[src/design/ugbnq_pkg.sv]
package ugbnq_pkg;

	localparam int MAX_PARTICLES = 4096;
	localparam int MAX_CELLS     = 1024;
	localparam int MAX_GRID_SIDE = 32;
	localparam int MAX_NEIGHBORS = 64;

	localparam int ID_W   = 12;
	localparam int CNT_W  = 13;
	localparam int CELL_W = 10;
	localparam int OFS_AW = 11;
	localparam int NB_AW  = 6;
	localparam int QDEPTH = 4;
	localparam int QAW    = 2;

	localparam logic [1:0] FN_LOAD  = 2'd0;
	localparam logic [1:0] FN_BUILD = 2'd1;
	localparam logic [1:0] FN_QUERY = 2'd2;
	localparam logic [1:0] FN_CLEAR = 2'd3;

	localparam logic [1:0] ST_OK     = 2'd0;
	localparam logic [1:0] ST_FULL   = 2'd1;
	localparam logic [1:0] ST_NOID   = 2'd2;
	localparam logic [1:0] ST_NOGRID = 2'd3;

	localparam logic [2:0] CFG_ORIGIN_X = 3'd0;
	localparam logic [2:0] CFG_ORIGIN_Y = 3'd1;
	localparam logic [2:0] CFG_INV_CELL = 3'd2;
	localparam logic [2:0] CFG_COLS     = 3'd3;
	localparam logic [2:0] CFG_ROWS     = 3'd4;
	localparam logic [2:0] CFG_EXCL     = 3'd5;

	typedef struct packed {
		logic [1:0]         func;
		logic signed [23:0] pos_x;
		logic signed [23:0] pos_y;
		logic [11:0]        particle_id;
	} cmd_t;

	typedef struct packed {
		logic [11:0] item_id;
		logic        has_id;
		logic        last;
		logic        truncated;
		logic [1:0]  status;
	} res_t;

	typedef struct packed {
		logic signed [23:0] origin_x;
		logic signed [23:0] origin_y;
		logic [23:0]        inv_cell_size;
		logic [5:0]         grid_columns;
		logic [5:0]         grid_rows;
		logic               exclude_self;
	} cfg_t;

	typedef struct packed {
		logic [1:0]  func;
		logic [5:0]  cy;
		logic [5:0]  cx;
		logic [11:0] pid;
	} qent_t;

endpackage

[src/design/ugbnq_cmdq.sv]
module ugbnq_cmdq (
	input  logic              clk,
	input  logic              arst_n,
	input  logic              push,
	input  ugbnq_pkg::qent_t  din,
	output logic              full,
	input  logic              pop,
	output ugbnq_pkg::qent_t  dout,
	output logic              empty
);

	ugbnq_pkg::qent_t mem_q [ugbnq_pkg::QDEPTH];
	logic [ugbnq_pkg::QAW:0] wp_q, rp_q;

	assign empty = (wp_q == rp_q);
	assign full  = (wp_q[ugbnq_pkg::QAW] != rp_q[ugbnq_pkg::QAW]) &&
		(wp_q[ugbnq_pkg::QAW-1:0] == rp_q[ugbnq_pkg::QAW-1:0]);
	assign dout  = mem_q[rp_q[ugbnq_pkg::QAW-1:0]];

	always_ff @(posedge clk) begin
		if (push && !full) begin
			mem_q[wp_q[ugbnq_pkg::QAW-1:0]] <= din;
		end
	end

	always_ff @(posedge clk or negedge arst_n) begin
		if (!arst_n) begin
			wp_q <= '0;
			rp_q <= '0;
		end else begin
			if (push && !full) begin
				wp_q <= wp_q + 1'b1;
			end
			if (pop && !empty) begin
				rp_q <= rp_q + 1'b1;
			end
		end
	end

endmodule

[config.mk]
export PLATFORM = sky130hd
export DESIGN_NAME = ugbnq_cmdq
export DESIGN_NICKNAME = d
export VERILOG_FILES = /design/src/design/ugbnq_pkg.sv /design/src/design/ugbnq_cmdq.sv
export SDC_FILE = /design/constraint.sdc
export NUM_CORES = 1
export LEC_CHECK = 0
export BUFFER_PORTS_ARGS = -buffer_cell sky130_fd_sc_hd__buf_2
export CORE_ASPECT_RATIO = 1.75
export CORE_MARGIN = 1.5
export CORE_UTILIZATION = 51
export DETAILED_ROUTE_END_ITERATION = 8
export GPL_TIMING_DRIVEN = 0
export PLACE_DENSITY = 0.73
export SLEW_MARGIN = 20
export SYNTH_ARGS = -nofsm -noshare
export SYNTH_HDL_FRONTEND = slang
export SYNTH_SLANG_ARGS = --single-unit
[constraint.sdc]
create_clock -name clk -period 2 [get_ports clk]
set_clock_uncertainty 0.05 [all_clocks]
set_input_delay 0 -clock clk [delete_from_list [all_inputs] [get_ports clk]]
set_output_delay 0 -clock clk [all_outputs]
set_load 0.01 [all_outputs]
# == Yosys cells after proc, flatten, opt, wreduce, memory -nomap -nowiden ==
# Memories as Yosys holds them, arrays and structs flattened.
# Cells that the tools add are included.
# classes
add_sub_neg,2
n_eq_ne,3
n_reduce_logical,5
muxes,2
# op_table
op,n
"3-bit by 1-bit adder with 3-bit output, second input constant",2
3-bit equality test,1
1-bit logical AND,3
2-bit equality test,1
1-bit zero test,2
1-bit 2-to-1 mux,2
1-bit != test,1
# totals
out_inout_bits,28
mem_count,1
mem_bits_rw,104
inputBits,30
reg_bits,6
# memory_table
name,words,width,rd,rd_clocked_by_memory_dff,write_ports,line_no,text
mem_q,4,26,1,0,1,ugbnq_cmdq.sv:12,ugbnq_pkg::qent_t mem_q [ugbnq_pkg::QDEPTH];

# == Depth between registers and ports, before layout ==
# Gate-level depths: netlist of run 1.
# depth
ltp_word,6
mapped_depth,5
ltp_nobuf,5

# == Least setup slack after synthesis of run 1 ==
# Ideal clock, no wire load.
# synth_path
path_kind,register to register
start,register rp_q[0] (netlist name)
end,memory mem_q[3][0] (netlist name) (enable)
stages_incl_launch_ff,4
path_buffers,1
t_required_ns,1.553
setup_time_ns,0.397
setup_slack_ns,-0.107
arrival_time_ns,1.660
cell_sequence,dfrtp_1 buf_6 xnor2_2 a31oi_2
# synth_via
elab_chain_cells,6
# synth_rtl
item,line_no,text
"start, declared",ugbnq_cmdq.sv:13,"logic [ugbnq_pkg::QAW:0] wp_q, rp_q;"
"start signal, assigned",ugbnq_cmdq.sv:35,rp_q <= rp_q + 1'b1;
2-bit equality test,ugbnq_cmdq.sv:17,(wp_q[ugbnq_pkg::QAW-1:0] == rp_q[ugbnq_pkg::QAW-1:0]);
1-bit logical AND,ugbnq_cmdq.sv:16,assign full = (wp_q[ugbnq_pkg::QAW] != rp_q[ugbnq_pkg::QAW]) &&
1-bit zero test,ugbnq_cmdq.sv:21,if (push && !full) begin
1-bit logical AND,ugbnq_cmdq.sv:21,
1-bit 2-to-1 mux,ugbnq_cmdq.sv:21,
1-bit 2-to-1 mux (implied by the code),ugbnq_cmdq.sv:22,mem_q[wp_q[ugbnq_pkg::QAW-1:0]] <= din;
"end, declared",ugbnq_cmdq.sv:12,
# No other way between the ends.

# == Worst setup path in the final report of run 1 ==
# layout_path
start,register wp_q[0] (netlist name)
end,memory mem_q[3][3] (netlist name) (enable)
# layout_via
elab_chain_cells,6
# layout_rtl
item,line_no,text
"start, declared",ugbnq_cmdq.sv:13,
"start signal, assigned",ugbnq_cmdq.sv:32,wp_q <= wp_q + 1'b1;
2-bit equality test,ugbnq_cmdq.sv:17,
1-bit logical AND,ugbnq_cmdq.sv:16,
1-bit zero test,ugbnq_cmdq.sv:21,
1-bit logical AND,ugbnq_cmdq.sv:21,
1-bit 2-to-1 mux,ugbnq_cmdq.sv:21,
1-bit 2-to-1 mux (implied by the code),ugbnq_cmdq.sv:22,
# Several ways; a longest one is shown, not always the timed one.

==> run_results.csv, run 1 <==
group,metric,value,unit
layout,area_growth_syn_to_layout,25.3,%
clock_tree,clk_latency,0.34,ns
layout,n_antenna_cell,0,
drt,drc,3,
synthesis,synth_ff_type,"edfxtp_1",
layout,drive_gt1_frac,0.391,
die,die_h,123,microns
grt,grt_max_degree,27,
drt,wl_per_cell,19.7,microns
setup_path,r2r_cells,3,
die,coreArea,0.00796,sq mm
setup_path,cp.arrival,1.82,ns
synthesis,synth.most_common_cell,"edfxtp_1",
drt,detail-route-antenna-nets,0,
setup_path,path_buf_inv,0,
sta,worst_slack,0.104,ns
synthesis,synth_cell_type_count,23,
drt,drt_wl_total,7480,microns
die,ios,58,
placed_design,place.gp.congestion,0.830,
clock_tree,clk_pin_slew_worst_paths,0.07,ns
synthesis,syn-num-nets,219,
clock_tree,cts_max_level,3,
setup_path,r2r_start,"wp_q[0]",
drt,first_pass_iters,8,
setup_path,crit_required,1.93,ns
sta,post-route-period-util,0.948,
power_and_ir_drop,ir_worst_vdd,0.961,mV
synthesis,synth_cells,184,
setup_path,slowest_stage,"dfrtp_1",
setup_path,cp-start-kind,"flop",
die,fp.dieW,71.8,microns
layout,postLayoutCoreUtil,0.665,
sta,finalHoldViolCount,0,
power_and_ir_drop,power.density,1410,mW/mm^2
synthesis,synth.top_cell.area_share,0.739,
clock_tree,cts_tree,"built",
sta,slew_headroom,0.622,
layout,fill_cells,540,
setup_path,path_cells,"ha_1 > nand2_1 > a31oi_4",
placed_design,port_buffers,57,
grt,grt_pass1_vias,2244,
setup_path,cp-end-kind,"flop",
placed_design,place_inst,331,
hold_path,hold_path.class,"in -> reg",
hold_path,min_from,"din[4]",
die,die_area,0.00886,sq mm
synthesis,synth_warnings,0,
grt,antenna_found_initial,0,
synthesis,synth_seq_cells,110,
hold_path,holdPathEnd,"mem_q[0][4]",
synthesis,async_flop_share,0.0545,
drt,wl_met3,318,microns
job,drv_cap,0,
power_and_ir_drop,p_total,0.00749,W
die,rows,43,
synthesis,avgSynthCellArea,23.0,sq um
drt,routed_via_density,5.59,
setup_path,ff2ff_setup_slack,0.10,ns
drt,wl_met2,3990,microns
sta,grt_setup_unrepaired,"no",
clock_tree,cts-buffers-inserted,9,
drt,wirelength_met1,3040,microns
drt,dr.first_iter.drc_count,140,
clock_tree,clkSinkCount,110,
layout,regArea,0.00327,sq mm
synthesis,seq_area_frac_synth,0.775,
placed_design,pre_cts_ws,-0.136,ns
sta,slew_violations,0,
grt,grtUsageTotal,0.185,
setup_path,slowest_delay,0.59,ns
outcome,violations,"DRC",
setup_path,path_class,"reg -> reg",
outcome,outcome,"complete, but fails checks",
clock_tree,cts_root_buffer,"clkbuf_16",
sta,setup_viol,0,
power_and_ir_drop,leakagePower,1.86,nW
setup_path,crit_fanout,13,
clock_tree,clock_path_buffers,2,
placed_design,dp_hpwl,4440,microns
setup_path,r2r-end,"mem_q[3][3]",
die,start_util,0.531,
layout,fin_cells,379,
synthesis,netlist_area,0.00423,sq mm
synthesis,synth_area_leaders,"edfxtp_1, mux4_2, dfrtp_1",
drt,via_count,2119,
synthesis,synth_edf_count,104,
sta,tns,0,ns
grt,overflow,0,
setup_path,crit_family,"flip-flops",
grt,grt_pass1_wl,11800,microns
synthesis,yosysTopAreaCell,"edfxtp_1",
synthesis,synth_commonest_cells,"edfxtp_1, mux4_2, dfrtp_1",
sta,fmax,528,MHz
layout,nets,319,
drt,top_layer_used,"met4",
sta,fin_crit,1.90,ns
sta,worstMarginPinSlew,0.567,ns
layout,multi_input_area,980,sq um
hold_path,whs_path_depth,2,
-- cells in the final DEF (no fill, tap or decap), types with 2 or more instances in the layout --
| cell type | Yosys | routed |
|---|---|---|
| nand2_1 | 3 | 3 |
| nor3_1 | 2 | 2 |
| mux4_2 | 26 | 26 |
| a211oi_1 | 2 | 2 |
| edfxtp_1 | 104 | 104 |
| clkbuf_1 | 0 | 2 |
| xor2_1 | 2 | 2 |
| dlygate4sd3_1 | 0 | 30 |
| nand2b_1 | 2 | 2 |
| a31oi_4 | 0 | 2 |
| ha_1 | 5 | 5 |
| clkbuf_16 | 0 | 9 |
| inv_1 | 4 | 4 |
| o31ai_1 | 5 | 5 |
| dfrtp_1 | 6 | 6 |
| buf_2 | 3 | 58 |
| buf_6 | 1 | 2 |
| a21oi_1 | 4 | 4 |
| clkinv_2 | 0 | 3 |
| and3_4 | 0 | 3 |
| xnor2_1 | 4 | 3 |
-- per-stage QoR --
stage	instance area (sq um)	hold slack [ns]
after global routing	5290	0.367
after floorplan	4230	-0.346
final	5290	0.364
after detailed placement	4640	-0.218
after CTS	5250	0.346
after global placement	4630	-0.216
-- layer usage --
metal  track usage  vias to the layer above
met2         0.317                       63
met4        0.0802                        0
met1         0.228                     1074
met3        0.0350                       10
met5             0                        -
li1              -                      972
-- layout make-up --
| cell class | instances | share of cell area |
|---|---|---|
| Clock buffer | 11 | 0.0440 |
| Tap cell | 90 | 0.0213 |
| Multi-Input combinational cell | 65 | 0.185 |
| Sequential cell | 110 | 0.618 |
| Timing Repair Buffer | 88 | 0.114 |
| Inverter | 4 | 0.00284 |
| Buffer | 6 | 0.00898 |
| Clock inverter | 5 | 0.00496 |
-- registers in the layout, indices dropped and copies added (netlist names) --
signal / count
mem_q: 104
rp_q: 3
wp_q: 3
-- where the power goes --
group	internal [W]	switching (W)	leakage (nW)	total [W]
Combinational	0.00122	0.00142	0.704	0.00264
Clock	0.000834	0.000728	0.127	0.00156
Sequential	0.00307	0.000214	1.03	0.00329
-- repair_timing --
action	CTS	global route
cloned	1	0
setup endpoints to repair	108	110
hold buffers	30	0
endpoints found under the hold margin	115	0
resized for setup	7	5
buffers inserted	0	1
-- worst max-delay path by stage --
stage                        from           end  slack (ns)  cells past startpoint
after floorplan           rp_q[0]   mem_q[1][0]       -0.01                      4
after global placement    rp_q[0]  mem_q[1][13]       -0.61                      4
after detailed placement  rp_q[0]  mem_q[3][24]       -0.14                      3
after CTS                 rp_q[0]      dout[10]       0.004                      4
after global routing      wp_q[0]   mem_q[3][3]       0.007                      3
final                     wp_q[0]   mem_q[3][3]        0.10                      3
-- logic make-up (layout without fill, tap and decap cells) --
kind of cell,Yosys count,after routing,synth area share
flops,110,110,0.775
mux,26,26,0.139
compound gates,13,14,0.0219
simple gates,11,11,0.0136
buf+inv,10,114,0.0124
xor+xnor,9,9,0.0240
fa+ha+maj,5,5,0.0148
-- worst register-to-register path, stage by stage (launching register included) --
cell     delay [ns]
dfrtp_1        0.59
ha_1           0.23
nand2_1        0.15
a31oi_4        0.52
(Power assumes the default switching activity.)
==> run 2: changes to the inputs <==
Settings changed: CORE_UTILIZATION 51 to 52, PLACE_DENSITY 0.73 to 0.71.
Clock period 2 ns to 1.76 ns, I/O delays scaled along.
==> run_results.csv, run 2 (synthesis gave the netlist of run 1 again) <==
group,metric,value,unit
grt,met3_usage,0.0402,
setup_path,critPathLaunch,"rp_q[0]",
clock_tree,cts_root_buffer,"clkbuf_16",
placed_design,dp_hpwl,4260,microns
power_and_ir_drop,p_total,0.00967,W
layout,regArea,0.00328,sq mm
setup_path,crit_required,1.71,ns
sta,finalHoldViolCount,0,
layout,final_common_cell,"edfxtp_1",
setup_path,crit_fanout,5,
die,die_h,122,microns
drt,dr.first_iter.drc_count,191,
sta,setup_viol,0,
job,drv_cap,0,
die,die_area,0.00870,sq mm
setup_path,cp.arrival,1.69,ns
clock_tree,clock_path_buffers,2,
power_and_ir_drop,power_frac_seq,0.388,
layout,fill_cells,463,
grt,overflow,0,
setup_path,r2r_cells,5,
power_and_ir_drop,clkPwrFrac,0.200,
hold_path,whs_path_depth,2,
sta,post-route-period-util,0.991,
power_and_ir_drop,p_comb_frac,0.413,
placed_design,place.gp.congestion,0.787,
grt,grt-busiest-layer,"met2",
power_and_ir_drop,p_int,0.00667,W
power_and_ir_drop,p_sw,0.00300,W
setup_path,cp-start-kind,"flop",
power_and_ir_drop,p_sw_frac,0.311,
grt,grtUsageTotal,0.204,
setup_path,r2r-end,"mem_q[3][17]",
drt,drc,0,
die,ios,58,
setup_path,cp-end-kind,"output port",
sta,slew_headroom,0.695,
clock_tree,cts-buffers-inserted,9,
clock_tree,clk_latency,0.34,ns
placed_design,port_buffers,57,
setup_path,r2r_start,"rp_q[0]",
placed_design,post_dp_cell_area,0.00464,sq mm
power_and_ir_drop,power.density,1710,mW/mm^2
sta,worstMarginPinSlew,0.456,ns
hold_path,hold_path.class,"in -> reg",
die,coreArea,0.00791,sq mm
outcome,outcome,"completed",
layout,drive_gt1_frac,0.435,
layout,stdcell_area,0.00564,sq mm
clock_tree,cts_max_level,3,
clock_tree,cts_tree,"built",
drt,drt_wl_total,8450,microns
grt,grt.met1_usage,0.226,
setup_path,path_class,"reg -> out",
sta,hold_ws,0.354,ns
setup_path,ff2ff_setup_slack,0.11,ns
drt,detail-route-antenna-nets,0,
layout,n_antenna_cell,0,
layout,postLayoutCoreUtil,0.713,
layout,layout_common_cells,"edfxtp_1, buf_2, dlygate4sd3_1",
die,fp.dieW,71.1,microns
grt,grt_pass1_wl,12600,microns
grt,grt_max_degree,17,
drt,first_pass_iters,4,
sta,fmax,573,MHz
grt,globalRouteMet2Util,0.362,
die,rows,43,
drt,routed_via_density,5.72,
sta,worst_slack,0.0159,ns
placed_design,pre_cts_ws,-0.378,ns
power_and_ir_drop,ir_worst_vdd,1.11,mV
drt,via_count,2276,
sta,grt_setup_unrepaired,"yes",
power_and_ir_drop,leakagePower,2.01,nW
layout,largest_reg_flops,104,
grt,antenna_found_initial,0,
clock_tree,clk_pin_slew_worst_paths,0.07,ns
grt,grt_pass1_vias,2404,
die,start_util,0.534,
layout,area_growth_syn_to_layout,33.5,%
sta,fin_crit,1.74,ns
sta,slew_violations,0,
drt,wl_per_cell,21.2,microns
layout,nets,338,
clock_tree,clkSinkCount,110,
layout,multi_input_area,0.00104,sq mm
hold_path,min_from,"din[21]",
hold_path,holdPathEnd,"mem_q[3][21]",
-- run 2: cell types whose count changed in the layout (fill, tap and decap cells not counted), moves of 2 or more --
cell and change:
buf_4 +12, clkinv_2 -2, clkbuf_1 +3, dfrtp_2 +3
buf_12 +2, and3_4 +3, dfrtp_1 -3, buf_6 +12
buf_2 -11
-- run 2: power by group through the flow --
| stage | Clock, W | Sequential [W] | Combinational (W) |
|---|---|---|---|
| after floorplan | 0 | 0.00370 | 0.00193 |
| after global placement | 0 | 0.00373 | 0.00275 |
| after detailed placement | 0 | 0.00377 | 0.00277 |
| after CTS | 0.00196 | 0.00373 | 0.00360 |
| after global routing | 0.00206 | 0.00380 | 0.00427 |
| final | 0.00193 | 0.00375 | 0.00399 |
-- run 2: worst max-delay path, stage by stage, from the launching register on --
cell	delay, ns
dfrtp_1	0.38
buf_4	0.17
clkbuf_16	0.16
mux4_2	0.50
buf_2	0.16
-- run 2: timing repair --
item                       in CTS  in global routing
setup endpoints to repair     124                134
gates resized for setup        30                 17
hold buffers                   30                  0
pin swaps                       6                  2
hold endpoints to repair      115                  0
gates cloned                    5                  1
setup buffers                  11                  5
-- run 2: worst max-delay path by stage --
stage | to | slack, ns | depth (start not counted)
2_1_floorplan | mem_q[3][0] | 0.01 | 3
3_3_place_gp | mem_q[3][0] | -0.40 | 3
3_5_place_dp | mem_q[3][24] | -0.38 | 3
4_1_cts | dout[25] | -0.04 | 5
5_1_grt | dout[15] | -0.06 | 4
6_report | dout[17] | 0.02 | 4
-- run 2: per-layer routing --
metal | up-vias | wire length (microns)
met3 | 15 | 364
li1 | 1018 | -
met4 | 0 | 171
met5 | - | 0
met1 | 1165 | 3050
met2 | 78 | 4860
-- run 2: final cells by class --
class	instances	share of cell area
Buffer	5	0.0120
Clock buffer	14	0.0433
Clock inverter	2	0.00621
Inverter	4	0.00266
Multi-Input combinational cell	68	0.184
Sequential cell	110	0.581
Tap cell	90	0.0200
Timing Repair Buffer	105	0.151
-- run 2: per-stage QoR --
step           std cells  setup TNS [ns]
3_5_place_dp         331          -35.58
3_3_place_gp         331          -35.64
4_1_cts              393          -0.221
6_report             398               0
5_1_grt              398           -1.08
2_1_floorplan        184               0
==> run 3: changes to the inputs <==
Clock period 1.76 ns to 1.9 ns, I/O delays scaled along.
==> run_results.csv, run 3 (synthesis gave the netlist of run 1 again) <==
group,metric,value,unit
outcome,outcome,"completed",
sta,finalHoldViolCount,0,
placed_design,place.gp.congestion,0.787,
sta,worst_slack,0.0819,ns
power_and_ir_drop,clkPwrFrac,0.218,
clock_tree,cts-buffers-inserted,9,
drt,detail-route-antenna-nets,0,
setup_path,crit_required,1.85,ns
sta,post-route-period-util,0.957,
grt,grt_pass1_vias,2273,
drt,dr.first_iter.drc_count,168,
setup_path,slowest_delay,0.51,ns
placed_design,port_buffers,57,
layout,final_common_cell,"edfxtp_1",
grt,overflow,0,
power_and_ir_drop,ir_worst_vdd,0.914,mV
grt,grt_pass1_wl,11500,microns
hold_path,hold_path.class,"in -> reg",
drt,routed_via_density,5.69,
drt,wl_met3,320,microns
sta,fin_crit,1.82,ns
setup_path,crit_fanout,10,
power_and_ir_drop,p_comb_frac,0.361,
die,die_area,0.00870,sq mm
die,rows,43,
setup_path,cp-end-kind,"output port",
clock_tree,cts_tree,"built",
drt,wl_per_cell,20.2,microns
drt,via_count,2180,
sta,slew_violations,0,
power_and_ir_drop,p_sw,0.00255,W
power_and_ir_drop,p_total,0.00819,W
die,die_h,122,microns
layout,area_growth_syn_to_layout,27.5,%
sta,slew_headroom,0.716,
setup_path,crit_path_frequent_cell,"buf_12",
sta,grt_setup_unrepaired,"yes",
power_and_ir_drop,p_int,0.00564,W
placed_design,dp_hpwl,4260,microns
layout,stdcell_area,0.00539,sq mm
placed_design,pre_cts_ws,-0.238,ns
layout,drive_gt1_frac,0.392,
clock_tree,clock_path_buffers,2,
setup_path,cp-start-kind,"flop",
grt,grtUsageTotal,0.185,
setup_path,slowest_stage,"mux4_2",
drt,wirelength_met1,2870,microns
layout,n_antenna_cell,0,
clock_tree,clkSinkCount,110,
grt,grt_max_degree,27,
job,drv_cap,0,
sta,hold_ws,0.353,ns
power_and_ir_drop,power.density,1520,mW/mm^2
die,fp.dieW,71.1,microns
sta,worstMarginPinSlew,0.424,ns
drt,first_pass_iters,4,
drt,drc,0,
setup_path,cp.arrival,1.77,ns
clock_tree,cts_root_buffer,"clkbuf_16",
clock_tree,cts_max_level,3,
drt,wl_met2,4260,microns
setup_path,path_class,"reg -> out",
layout,nets,323,
clock_tree,clk_latency,0.34,ns
die,ios,58,
placed_design,post_dp_cell_area,0.00464,sq mm
layout,layout_common_cells,"edfxtp_1, buf_2, dlygate4sd3_1",
sta,setup_viol,0,
setup_path,path_cells,"buf_12 > buf_12 > mux4_2 > buf_2",
die,start_util,0.534,
power_and_ir_drop,leakagePower,1.89,nW
layout,largest_reg_flops,104,
power_and_ir_drop,power_frac_seq,0.422,
grt,antenna_found_initial,0,
die,coreArea,0.00791,sq mm
sta,fmax,550,MHz
drt,top_layer_used,"met4",
drt,drt_wl_total,7730,microns
clock_tree,clk_pin_slew_worst_paths,0.07,ns
power_and_ir_drop,p_sw_frac,0.312,
run 3: layout make-up:
cell class	instances	area [sq um]
Multi-Input combinational cell	68	1010
Fill cell	503	2520
Inverter	4	15.0
Buffer	6	67.6
Tap cell	90	113
Clock buffer	14	244
Sequential cell	110	3270
Clock inverter	2	35.0
Timing Repair Buffer	89	626
run 3: layer usage:
metal,vias up,global-route usage
met5,-,0
met1,1114,0.220
met2,64,0.310
met4,0,0.106
met3,19,0.0386
li1,983,-
run 3: through the flow:
step / instances / setup TNS [ns] / utilization
after floorplan: 184 / 0 / -
after global placement: 331 / -20.94 / 0.586
after detailed placement: 331 / -20.88 / 0.586
after CTS: 378 / -6.39 / 0.663
after global routing: 383 / -0.145 / 0.681
final: 383 / 0 / 0.681
run 3: power groups by stage:
stage          Combinational, W  Clock [W]  Sequential, W
2_1_floorplan           0.00179          0        0.00343
3_3_place_gp            0.00255          0        0.00346
3_5_place_dp            0.00256          0        0.00349
4_1_cts                 0.00270    0.00182        0.00343
5_1_grt                 0.00320    0.00190        0.00350
6_report                0.00296    0.00178        0.00345
run 3: what timing repair did:
item	4_1_cts	5_1_grt
pin swaps	1	2
gates cloned	1	3
endpoints found under the hold margin	115	0
setup endpoints to repair	124	125
buffers inserted	0	2
hold buffers	30	0
gates resized for setup	6	14
run 3: worst max-delay path, delay by kind of cell (launching register included):
kind                   cells  cell delay (ns)
buffers and inverters      3             0.50
DFF                        1             0.41
muxes                      1             0.51
run 3: final timing paths:
| path | cells after the start | to | startpoint | slack [ns] |
|---|---|---|---|---|
| min | 2 | mem_q[3][21] | din[21] | 0.35 |
| max | 4 | dout[10] | rp_q[0] | 0.08 |
| min in group asynchronous | 3 | wp_q[1] | arst_n | 0.59 |
| max reg2reg | 4 | mem_q[0][24] | rp_q[0] | 0.09 |
| max in group asynchronous | 3 | rp_q[1] | arst_n | 0.98 |
| min reg2reg | 2 | rp_q[2] | rp_q[2] | 0.59 |
